--- src/sv/imc_pkg.sv ---
// ----------------------------------------------------------------------------
// imc_pkg
// shared types and constants of the imu sample calibrator
// ----------------------------------------------------------------------------
package imc_pkg;

  localparam int unsigned FrameLen = 14;
  localparam int unsigned NumAxes  = 6;

  localparam logic [1:0] OP_DATA  = 2'd0;
  localparam logic [1:0] OP_START = 2'd1;
  localparam logic [1:0] OP_CLEAR = 2'd2;

  localparam logic [15:0] CFG_COUNT_RESET = 16'd100;
  localparam logic [16:0] GRAVITY         = 17'sd16384;
  localparam logic [15:0] TEMP_RECIP      = 16'd61681;  // ceil(2^21 / 34)
  localparam logic [11:0] TEMP_OFFSET     = 12'd365;

  typedef enum logic [1:0] {
    JOB_FRAME,
    JOB_START,
    JOB_CLEAR
  } job_kind_e;

  typedef struct packed {
    job_kind_e               kind;
    logic [15:0]             count;
    logic [5:0][15:0]        raw;
    logic [15:0]             temp_raw;
  } job_t;

  typedef enum logic [1:0] {
    S_IDLE,
    S_DIV,
    S_GRAV,
    S_LOAD
  } back_state_e;

endpackage

--- src/sv/imc_if.sv ---
// ----------------------------------------------------------------------------
// imc_in_if / imc_out_if
// valid/ready channels of the imu sample calibrator
// ----------------------------------------------------------------------------
interface imc_in_if;
  logic        valid;
  logic        ready;
  logic [1:0]  opcode;
  logic [7:0]  data_byte;
  logic        frame_start;
  logic [15:0] calibration_count;

  modport source (output valid, opcode, data_byte, frame_start, calibration_count,
                  input ready);
  modport sink   (input valid, opcode, data_byte, frame_start, calibration_count,
                  output ready);
endinterface

interface imc_out_if;
  logic               valid;
  logic               ready;
  logic signed [16:0] accel_x;
  logic signed [16:0] accel_y;
  logic signed [16:0] accel_z;
  logic signed [16:0] gyro_x;
  logic signed [16:0] gyro_y;
  logic signed [16:0] gyro_z;
  logic signed [11:0] temp_tenths;
  logic               calibrating;
  logic [15:0]        samples_remaining;
  logic               calibration_finished;

  modport source (output valid, accel_x, accel_y, accel_z, gyro_x, gyro_y, gyro_z,
                  temp_tenths, calibrating, samples_remaining, calibration_finished,
                  input ready);
  modport sink   (input valid, accel_x, accel_y, accel_z, gyro_x, gyro_y, gyro_z,
                  temp_tenths, calibrating, samples_remaining, calibration_finished,
                  output ready);
endinterface

--- src/sv/imc_front.sv ---
// ----------------------------------------------------------------------------
// imc_front
// accepts words, assembles frames and issues jobs to the queue
// ----------------------------------------------------------------------------
module imc_front (
  input  logic               clk_i,
  input  logic               rst_ni,
  input  logic               cfg_we_i,
  input  logic [15:0]        cfg_wdata_i,
  imc_in_if.sink             in_i,
  output logic               push_o,
  output imc_pkg::job_t      job_o,
  input  logic               full_i
);
  import imc_pkg::*;

  logic [15:0] cfg_q;
  logic [3:0]  pos_q, pos_d, eff;
  logic [7:0]  fb_q [FrameLen-1];
  logic        acc;

  assign in_i.ready = !full_i;
  assign acc        = in_i.valid && !full_i;
  assign eff        = in_i.frame_start ? 4'd0 : pos_q;

  always_comb begin
    pos_d         = pos_q;
    push_o        = 1'b0;
    job_o.kind    = JOB_FRAME;
    job_o.count   = '0;
    job_o.temp_raw = {fb_q[6], fb_q[7]};
    for (int i = 0; i < 3; i++) begin
      job_o.raw[i] = {fb_q[2*i], fb_q[2*i+1]};
    end
    job_o.raw[3] = {fb_q[8], fb_q[9]};
    job_o.raw[4] = {fb_q[10], fb_q[11]};
    job_o.raw[5] = {fb_q[12], in_i.data_byte};
    if (acc) begin
      unique case (in_i.opcode)
        OP_DATA: begin
          if (eff == 4'(FrameLen - 1)) begin
            pos_d  = '0;
            push_o = 1'b1;
          end else begin
            pos_d = eff + 4'd1;
          end
        end
        OP_START: begin
          push_o      = 1'b1;
          job_o.kind  = JOB_START;
          job_o.count = (in_i.calibration_count != '0) ? in_i.calibration_count : cfg_q;
        end
        OP_CLEAR: begin
          push_o     = 1'b1;
          job_o.kind = JOB_CLEAR;
        end
        default: ;
      endcase
    end
  end

  always_ff @(posedge clk_i or negedge rst_ni) begin
    if (!rst_ni) begin
      pos_q <= '0;
      cfg_q <= CFG_COUNT_RESET;
    end else begin
      pos_q <= pos_d;
      if (cfg_we_i) begin
        cfg_q <= cfg_wdata_i;
      end
    end
  end

  always_ff @(posedge clk_i) begin
    for (int i = 0; i < FrameLen - 1; i++) begin
      if (acc && in_i.opcode == OP_DATA && eff == 4'(i)) begin
        fb_q[i] <= in_i.data_byte;
      end
    end
  end

endmodule

--- src/sv/imc_queue.sv ---
// ----------------------------------------------------------------------------
// imc_queue
// two-entry job queue between front and back
// ----------------------------------------------------------------------------
module imc_queue (
  input  logic          clk_i,
  input  logic          rst_ni,
  input  logic          push_i,
  input  imc_pkg::job_t job_i,
  output logic          full_o,
  input  logic          pop_i,
  output logic          empty_o,
  output imc_pkg::job_t job_o
);
  import imc_pkg::*;

  job_t       mem_q [2];
  logic       wp_q, rp_q;
  logic [1:0] cnt_q;

  assign full_o  = cnt_q == 2'd2;
  assign empty_o = cnt_q == 2'd0;
  assign job_o   = mem_q[rp_q];

  always_ff @(posedge clk_i or negedge rst_ni) begin
    if (!rst_ni) begin
      wp_q  <= 1'b0;
      rp_q  <= 1'b0;
      cnt_q <= '0;
    end else begin
      if (push_i) wp_q <= !wp_q;
      if (pop_i)  rp_q <= !rp_q;
      cnt_q <= cnt_q + 2'(push_i) - 2'(pop_i);
    end
  end

  always_ff @(posedge clk_i) begin
    if (push_i) begin
      mem_q[wp_q] <= job_i;
    end
  end

endmodule

--- src/sv/imc_back.sv ---
// ----------------------------------------------------------------------------
// imc_back
// runs jobs: calibration sums, offset division and corrected output
// ----------------------------------------------------------------------------
module imc_back (
  input  logic          clk_i,
  input  logic          rst_ni,
  input  logic          empty_i,
  input  imc_pkg::job_t job_i,
  output logic          pop_o,
  imc_out_if.source     out_o
);
  import imc_pkg::*;

  back_state_e      state_q, state_d;
  logic [31:0]      sum_q [NumAxes];
  logic [31:0]      sum_nx [NumAxes];
  logic signed [16:0] off_q [NumAxes];
  logic [15:0]      total_q, left_q;
  logic [15:0]      raw_q [NumAxes];
  logic [31:0]      tprod_q;
  logic             tneg_q, fin_q;
  logic [2:0]       axis_q;
  logic [4:0]       bit_q;
  logic [31:0]      dvd_q, dvd_nx;
  logic [15:0]      rem_q, rem_nx;
  logic             neg_q;
  logic [16:0]      trial, diff;
  logic             qbit;
  logic [15:0]      tmag;
  logic [16:0]      a0, a1, a2;
  logic [1:0]       dom;
  logic signed [16:0] qval;
  logic [10:0]      tq;
  logic             out_free;

  assign out_free = !out_o.valid || out_o.ready;
  assign pop_o    = (state_q == S_IDLE) && !empty_i;
  assign tmag     = job_i.temp_raw[15] ? 16'(-job_i.temp_raw) : job_i.temp_raw;

  always_comb begin
    for (int i = 0; i < NumAxes; i++) begin
      sum_nx[i] = sum_q[i] + {{16{job_i.raw[i][15]}}, job_i.raw[i]};
    end
  end

  // restoring divider step
  assign trial  = {rem_q, dvd_q[31]};
  assign diff   = trial - {1'b0, total_q};
  assign qbit   = !diff[16];
  assign rem_nx = qbit ? diff[15:0] : trial[15:0];
  assign dvd_nx = {dvd_q[30:0], qbit};
  assign qval   = neg_q ? -$signed(dvd_nx[16:0]) : $signed(dvd_nx[16:0]);

  function automatic logic [16:0] mag17(logic signed [16:0] v);
    return v[16] ? 17'(-v) : 17'(v);
  endfunction

  assign a0 = mag17(off_q[0]);
  assign a1 = mag17(off_q[1]);
  assign a2 = mag17(off_q[2]);

  always_comb begin
    priority if (a0 >= a1 && a0 >= a2) dom = 2'd0;
    else if (a1 >= a2)                 dom = 2'd1;
    else                               dom = 2'd2;
  end

  assign tq = tprod_q[31:21];

  always_comb begin
    state_d = state_q;
    unique case (state_q)
      S_IDLE: begin
        if (!empty_i) begin
          if (job_i.kind == JOB_FRAME) begin
            state_d = (left_q == 16'd1) ? S_DIV : S_LOAD;
          end
        end
      end
      S_DIV:  if (bit_q == 5'd31 && axis_q == 3'(NumAxes - 1)) state_d = S_GRAV;
      S_GRAV: state_d = S_LOAD;
      S_LOAD: if (out_free) state_d = S_IDLE;
      default: state_d = S_IDLE;
    endcase
  end

  always_ff @(posedge clk_i or negedge rst_ni) begin
    if (!rst_ni) begin
      state_q     <= S_IDLE;
      total_q     <= '0;
      left_q      <= '0;
      fin_q       <= 1'b0;
      out_o.valid <= 1'b0;
      for (int i = 0; i < NumAxes; i++) begin
        sum_q[i] <= '0;
        off_q[i] <= '0;
      end
    end else begin
      state_q <= state_d;
      if (state_q == S_LOAD && out_free) out_o.valid <= 1'b1;
      else if (out_o.ready)             out_o.valid <= 1'b0;
      unique case (state_q)
        S_IDLE: begin
          if (!empty_i) begin
            if (job_i.kind == JOB_FRAME) begin
              fin_q <= left_q == 16'd1;
              if (left_q != '0) begin
                left_q <= left_q - 16'd1;
                for (int i = 0; i < NumAxes; i++) sum_q[i] <= sum_nx[i];
              end
            end else begin
              total_q <= (job_i.kind == JOB_START) ? job_i.count : '0;
              left_q  <= (job_i.kind == JOB_START) ? job_i.count : '0;
              for (int i = 0; i < NumAxes; i++) begin
                sum_q[i] <= '0;
                off_q[i] <= '0;
              end
            end
          end
        end
        S_DIV: begin
          if (bit_q == 5'd31) begin
            off_q[axis_q] <= qval;
          end
        end
        S_GRAV: begin
          off_q[dom] <= off_q[dom][16] ? off_q[dom] + GRAVITY : off_q[dom] - GRAVITY;
        end
        S_LOAD: ;
        default: ;
      endcase
    end
  end

  always_ff @(posedge clk_i) begin
    if (state_q == S_IDLE && !empty_i) begin
      for (int i = 0; i < NumAxes; i++) raw_q[i] <= job_i.raw[i];
      tprod_q <= 32'(tmag) * 32'(TEMP_RECIP);
      tneg_q  <= job_i.temp_raw[15];
      axis_q  <= '0;
      bit_q   <= '0;
      rem_q   <= '0;
      neg_q   <= sum_nx[0][31];
      dvd_q   <= sum_nx[0][31] ? -sum_nx[0] : sum_nx[0];
    end else if (state_q == S_DIV) begin
      bit_q <= bit_q + 5'd1;
      if (bit_q == 5'd31) begin
        axis_q <= axis_q + 3'd1;
        rem_q  <= '0;
        if (axis_q != 3'(NumAxes - 1)) begin
          neg_q <= sum_q[axis_q + 3'd1][31];
          dvd_q <= sum_q[axis_q + 3'd1][31] ? -sum_q[axis_q + 3'd1]
                                            : sum_q[axis_q + 3'd1];
        end
      end else begin
        rem_q <= rem_nx;
        dvd_q <= dvd_nx;
      end
    end
    if (state_q == S_LOAD && out_free) begin
      out_o.accel_x <= $signed({raw_q[0][15], raw_q[0]}) - off_q[0];
      out_o.accel_y <= $signed({raw_q[1][15], raw_q[1]}) - off_q[1];
      out_o.accel_z <= $signed({raw_q[2][15], raw_q[2]}) - off_q[2];
      out_o.gyro_x  <= $signed({raw_q[3][15], raw_q[3]}) - off_q[3];
      out_o.gyro_y  <= $signed({raw_q[4][15], raw_q[4]}) - off_q[4];
      out_o.gyro_z  <= $signed({raw_q[5][15], raw_q[5]}) - off_q[5];
      out_o.temp_tenths <= tneg_q ? $signed(TEMP_OFFSET - {1'b0, tq})
                                  : $signed(TEMP_OFFSET + {1'b0, tq});
      out_o.calibrating          <= left_q != '0;
      out_o.samples_remaining    <= left_q;
      out_o.calibration_finished <= fin_q;
    end
  end

endmodule

--- src/sv/imu_sample_calibrator_core.sv ---
// ----------------------------------------------------------------------------
// imu_sample_calibrator_core
// offset calibration of 14-byte accel/temperature/gyro frames
// ----------------------------------------------------------------------------
// in_i carries one word per handshake: a frame byte, a start-calibration or
// a clear-calibration command. Every 14th byte of a frame yields one word on
// out_o with corrected accel and gyro counts, temperature in tenths of a
// degree and calibration status. cfg_we_i/cfg_wdata_i set the default
// sample count used when a start command asks for zero.
// A frame byte that does not finish a frame is stored in the frame buffer.
// A finishing byte reaches out_o through the two-entry job queue, the
// back-end's idle and load states and the output register; on the last
// calibration sample the back-end runs its shared restoring divider over
// all six axes in turn and a gravity step before loading. A command passes
// the back-end's idle state alone. The front takes words while the queue
// has room, so a stalled receiver fills the output register, the back-end's
// load state, then the queue, then drops in_i.ready. Reset clears the frame
// position, sums, offsets and counts and sets the default count to 100.
// ----------------------------------------------------------------------------
module imu_sample_calibrator_core (
  input  logic        clk_i,
  input  logic        rst_ni,
  input  logic        cfg_we_i,
  input  logic [15:0] cfg_wdata_i,
  imc_in_if.sink      in_i,
  imc_out_if.source   out_o
);
  import imc_pkg::*;

  logic push, full, pop, empty;
  job_t job_in, job_out;

  imc_front u_front (
    .clk_i       (clk_i),
    .rst_ni      (rst_ni),
    .cfg_we_i    (cfg_we_i),
    .cfg_wdata_i (cfg_wdata_i),
    .in_i        (in_i),
    .push_o      (push),
    .job_o       (job_in),
    .full_i      (full)
  );

  imc_queue u_queue (
    .clk_i   (clk_i),
    .rst_ni  (rst_ni),
    .push_i  (push),
    .job_i   (job_in),
    .full_o  (full),
    .pop_i   (pop),
    .empty_o (empty),
    .job_o   (job_out)
  );

  imc_back u_back (
    .clk_i   (clk_i),
    .rst_ni  (rst_ni),
    .empty_i (empty),
    .job_i   (job_out),
    .pop_o   (pop),
    .out_o   (out_o)
  );

endmodule
--- src/flat_wrapper.sv ---
// flat-port wrapper written by rule: the top's interface ports become plain ports
module imu_sample_calibrator_core_flat import imc_pkg::*;
  (clk_i, rst_ni, cfg_we_i, cfg_wdata_i, in_i_valid, in_i_opcode, in_i_data_byte, in_i_frame_start, in_i_calibration_count, in_i_ready, out_o_valid, out_o_accel_x, out_o_accel_y, out_o_accel_z, out_o_gyro_x, out_o_gyro_y, out_o_gyro_z, out_o_temp_tenths, out_o_calibrating, out_o_samples_remaining, out_o_calibration_finished, out_o_ready);
  imc_in_if in_i_i ();
  imc_out_if out_o_i ();
  input  logic clk_i;
  input  logic rst_ni;
  input  logic cfg_we_i;
  input  logic [15:0] cfg_wdata_i;
  input wire logic [$bits(in_i_i.valid)-1:0] in_i_valid;
  input wire logic [$bits(in_i_i.opcode)-1:0] in_i_opcode;
  input wire logic [$bits(in_i_i.data_byte)-1:0] in_i_data_byte;
  input wire logic [$bits(in_i_i.frame_start)-1:0] in_i_frame_start;
  input wire logic [$bits(in_i_i.calibration_count)-1:0] in_i_calibration_count;
  output wire logic [$bits(in_i_i.ready)-1:0] in_i_ready;
  output wire logic [$bits(out_o_i.valid)-1:0] out_o_valid;
  output wire logic [$bits(out_o_i.accel_x)-1:0] out_o_accel_x;
  output wire logic [$bits(out_o_i.accel_y)-1:0] out_o_accel_y;
  output wire logic [$bits(out_o_i.accel_z)-1:0] out_o_accel_z;
  output wire logic [$bits(out_o_i.gyro_x)-1:0] out_o_gyro_x;
  output wire logic [$bits(out_o_i.gyro_y)-1:0] out_o_gyro_y;
  output wire logic [$bits(out_o_i.gyro_z)-1:0] out_o_gyro_z;
  output wire logic [$bits(out_o_i.temp_tenths)-1:0] out_o_temp_tenths;
  output wire logic [$bits(out_o_i.calibrating)-1:0] out_o_calibrating;
  output wire logic [$bits(out_o_i.samples_remaining)-1:0] out_o_samples_remaining;
  output wire logic [$bits(out_o_i.calibration_finished)-1:0] out_o_calibration_finished;
  input wire logic [$bits(out_o_i.ready)-1:0] out_o_ready;
  assign in_i_i.valid = in_i_valid;
  assign in_i_i.opcode = in_i_opcode;
  assign in_i_i.data_byte = in_i_data_byte;
  assign in_i_i.frame_start = in_i_frame_start;
  assign in_i_i.calibration_count = in_i_calibration_count;
  assign in_i_ready = in_i_i.ready;
  assign out_o_valid = out_o_i.valid;
  assign out_o_accel_x = out_o_i.accel_x;
  assign out_o_accel_y = out_o_i.accel_y;
  assign out_o_accel_z = out_o_i.accel_z;
  assign out_o_gyro_x = out_o_i.gyro_x;
  assign out_o_gyro_y = out_o_i.gyro_y;
  assign out_o_gyro_z = out_o_i.gyro_z;
  assign out_o_temp_tenths = out_o_i.temp_tenths;
  assign out_o_calibrating = out_o_i.calibrating;
  assign out_o_samples_remaining = out_o_i.samples_remaining;
  assign out_o_calibration_finished = out_o_i.calibration_finished;
  assign out_o_i.ready = out_o_ready;
  imu_sample_calibrator_core u_core (.clk_i(clk_i), .rst_ni(rst_ni), .cfg_we_i(cfg_we_i), .cfg_wdata_i(cfg_wdata_i), .in_i(in_i_i), .out_o(out_o_i));
endmodule
--- config.mk ---
export PLATFORM = sky130hd
export DESIGN_NAME = imu_sample_calibrator_core_flat
export DESIGN_NICKNAME = d
export VERILOG_FILES = /design/src/sv/imc_pkg.sv /design/src/sv/imc_if.sv /design/src/sv/imc_front.sv /design/src/sv/imc_queue.sv /design/src/sv/imc_back.sv /design/src/sv/imu_sample_calibrator_core.sv /design/src/flat_wrapper.sv
export SDC_FILE = /design/constraint.sdc
export NUM_CORES = 2
export LEC_CHECK = 0
export BUFFER_PORTS_ARGS = -buffer_cell sky130_fd_sc_hd__buf_2
export CORE_MARGIN = 2
export CORE_UTILIZATION = 55
export CTS_CLUSTER_SIZE = 8
export DETAILED_ROUTE_END_ITERATION = 8
export GPL_TIMING_DRIVEN = 0
export PLACE_DENSITY = 0.77
export SETUP_SLACK_MARGIN = 0.02
export SYNTH_ARGS = -nofsm -noshare
export SYNTH_HDL_FRONTEND = slang
export SYNTH_SLANG_ARGS = --single-unit
--- constraint.sdc ---
create_clock -name clk_i -period 9.11 [get_ports clk_i]
set_input_delay 0.911 -clock clk_i [delete_from_list [all_inputs] [get_ports clk_i]]
set_output_delay 0.911 -clock clk_i [all_outputs]
set_load 0.03 [all_outputs]
==> metrics.md <==
| Metric | Value |
|---|---|
| Synth Instances | `5555` |
| Distinct cells, synth | `102` |
| Final setup violation count | `0` |
| Synth Area in Adders | `between 10% and 20%` |
| Failing checks | `capacitance limit, slew limit` |
| Register bit count reported by yosys | `1015` |
| Via-to-Cell Ratio | `slightly above 6` |
| Antenna violations before repair | `7` |
| Kind of critical path | `flip-flop to flip-flop` |
| Die H | `roughly 330 µm` |
| Req. time, crit path | `between 9000 and 10000 ps` |
| Register area share after synthesis | `a little under half` |
| DRT iter0 DRCs | `approximately 4300` |
| Max cap viols | `5` |
| Compound-Gate Fraction of Synth Area | `between 10% and 20%` |
| Routed wire length | `about 170000 µm` |
| Status | `finished with violations` |
| Area grow syn2layout | `12.5%` |
| # IOs | `about 180` |
| Fin Setup TNS | `0 ps` |
| Input/output buffers | `180` |
| Primary FF master, synth | `edfxtp_1` |
| Skew-Pair Late Insertion Delay | `between 700 and 800 ps` |
| Yosys warns | `0` |
| Row count | `between 100 and 150` |
| Fillers | `between 8000 and 9000` |
| Clk buf depth | `3` |
| Final Hold Viols | `0` |
| Routed length per instance | `approximately 23 µm` |
| CTS sink count | `1015` |
| Footprint of the multi-input gates | `29500 µm²` |
| DRC viols | `0` |
| Syn avg cell area | `roughly 11 µm²` |
| Full die area | `112000 µm²` |
| Die span in x | `335 µm` |
| CTS clk-pin slew, worst paths | `~50 ps` |
| Largest area contributor in the netlist | `edfxtp_1` |
| Hold WC Path Type | `input port to async pin` |
| Commonest non-fill, non-tap cell in the layout | `edfxtp_1` |
| Clock skew | `between 40 and 50 ps` |
| EDFF count, synth | `around 640` |
| CP Data Arrival Time | `9120 ps` |
| Via count | `roughly 46000` |
| R2R Path End | `u_core.u_back.tprod_q[30]` |
| Flop-to-flop setup slack | `around 480 ps` |
| Top cell type's share of synthesized area | `about a third` |
| Setup crit end kind | `flip-flop` |
| Synth Area in Simple Gates | `between 10% and 20%` |
| Post-Syn Area | `about 60000 µm²` |
| Syn_nets | `approximately 6000` |
| Layout cells sized above 1 | `between 10% and 20%` |
| Storage element area | `around 28000 µm²` |
| Xor and xnor area share after synthesis | `5.79%` |
| CP Max Fanout | `10` |
| RSZ-0062 raised after global routing | `no` |
| Largest net degree at the start of global routing | `between 100 and 150` |
| Final nets | `6521` |
| Gr ovfl total | `0` |
| FMAX | `~0.12 GHz` |
| Gr usage total | `30.7%` |
| Core box area | `about 110000 µm²` |
| CTS H-tree lvls | `4` |
| Async set or reset register ratio after synthesis | `between 30% and 40%` |
| Reg2reg path depth | `27` |
| Tcrit/Tclk final | `approximately 95%` |
| DRT antenna net count | `0` |
| Initial Utilization | `between 50% and 60%` |
| Fin. max-slew vios | `16` |
| Main combinational cell family by area after synthesis | `compound AO/OA/AOI/OAI gates` |
| TritonCTS Buffers | `145` |
| FF-to-FF Start | `u_core.u_queue.rp_q` |
| Global-route wire length before repair | `roughly 260000 µm` |
| Post-synthesis mux area share | `roughly 4.8%` |
| Max_slew headroom | `-6.20%` |
| Worst-margin pin slew | `1590 ps` |
| Most frequent cells in the layout | `edfxtp_1 (637), ha_1 (496), nand2_1 (478), o21ai_0 (474), inv_1 (380)` |
| Setup crit start kind | `flip-flop` |
| Clk root buf | `clkbuf_16` |
| HPWL Detailed | `128000 µm` |
| DRT Pass-1 Iters | `8` |
| CTS hold repair buffers | `0` |
| Largest cells by area after synthesis | `edfxtp_1 (32%), dfrtp_1 (15%), ha_1 (10%)` |
| Final Critical Period | `about 8600 ps` |
| Vias in the first global route | `around 45000` |
| TritonCTS clock tree | `yes` |
| Final GP Congestion | `roughly 0.99` |
[metrics by stage]
step / setup slack, ps / hold WS, ps / instances / cell area, µm² / util (%)
3_3_place_gp: -2750 / 422 / 7149 / 62800 / 57.8
5_1_grt: 4.24 / 51.7 / 7433 / 67600 / 62.2
2_1_floorplan: 904 / 419 / 5555 / 60100 / -
6_report: 479 / 39.2 / 7436 / 67600 / 62.2
4_1_cts: 54.3 / 23.9 / 7428 / 67600 / 62.2
3_5_place_dp: -1660 / 429 / 7166 / 63200 / 58.1
[state kept, by name (all words and copies together) (netlist names), 32 cells and up]
register	cells
u_core.u_back.dvd_q	32
u_core.u_back.off_q	102
u_core.u_back.raw_q	96
u_core.u_back.sum_q	192
u_core.u_front.fb_q	104
u_core.u_queue.mem_q	260
[cell usage after synthesis, types with 13 or more instances]
master and instances:
a31oi_1 41, or3_1 33, a22o_1 67, ha_1 496, o21a_1 35, nand2b_1 37, and2_1 29, nor3b_1 13
nor2_1 339, a21oi_1 323, a32o_1 13, dfrtp_1 351, or2_2 18, a21o_1 98, nor3_1 76, o21bai_1 38
clkbuf_1 140, inv_1 380, o41ai_1 22, nor2b_1 69, o22ai_1 15, xor2_1 133, and3_1 22, mux4_2 32
dfxtp_1 24, o31ai_1 58, o2111ai_1 13, edfxtp_1 637, fa_1 75, nand3_1 101, xnor2_1 261, a211oi_1 48
mux2_2 126, mux2i_1 75, a21boi_0 29, nor4_1 22, nand2_1 479, o211ai_1 26, buf_1 23, a22oi_1 19
nand4_1 33, a211o_1 15, o21ai_0 474
[worst max-delay path, cell delays in order (launching register included)]
cell and delay (ps):
dfrtp_2 550, buf_2 320, clkbuf_2 430, buf_2 400, clkbuf_2 460, clkbuf_4 410
mux2i_1 360, xor2_2 320, fa_1 520, ha_1 300, ha_1 300, fa_1 510
fa_1 490, inv_1 50, fa_1 480, inv_1 40, ha_1 290, a21oi_1 60
nor2b_1 110, o21ai_0 90, a21oi_1 210, a2111oi_0 90, or2_2 400, o211ai_1 350
o211ai_1 220, o21ai_0 300, a21oi_1 130, xnor2_1 140
[how the worst max path moves through the flow]
stage / startpoint / endpoint / slack, ps / depth (start not counted)
floorplan: u_core.u_queue.rp_q / u_core.u_back.tprod_q[30] / 900 / 28
global placement: in_i_opcode[1] / u_core.u_queue.mem_q[1][22] / -2750 / 9
detailed placement: u_core.u_queue.rp_q / u_core.u_back.tprod_q[30] / -1660 / 28
CTS: u_core.u_queue.rp_q / u_core.u_back.tprod_q[30] / 50 / 27
global route: u_core.u_queue.rp_q / u_core.u_back.tprod_q[31] / 4 / 27
finish: u_core.u_queue.rp_q / u_core.u_back.tprod_q[30] / 480 / 27
[logic make-up (layout without fill, tap and decap cells)]
logic type,Yosys count,in the layout
AO/OA/AOI/OAI,1444,1444
XOR/XNOR,396,396
adder cells (fa/ha/maj),573,573
buffers and inverters,562,1025
flip-flops,1015,1015
multiplexers,233,233
other,0,4
AND/OR/NAND/NOR,1332,1332
[per-layer routing]
metal  vias to the layer above  share of wire, %  track usage, %
li1                      21100                 -               -
met1                     22400                39            39.2
met2                      2336                45            48.7
met3                       513               9.4            6.31
met4                         4               6.3            17.6
met5                         -             0.016               0
[final cells by class]
class	count	area share [%]
tap	1414	2.62
antenna	4	0.0148
clock inverter	14	0.476
buffer	179	1.13
multi-input combinational	3978	43.7
timing repair buffer	201	1.89
clock buffer	249	5.99
inverter	382	2.12
sequential	1015	42.1
[what timing repair did]
action                                 CTS  global route
pin swaps                                0             1
setup buffers                            0             4
gates resized for setup                  6             3
endpoints found under the hold margin    0             0
setup endpoints to repair               15             6
Power is left out: the tool's default activity adds up to more than one toggle a clock period on the data nets, which glitch-free logic cannot reach.
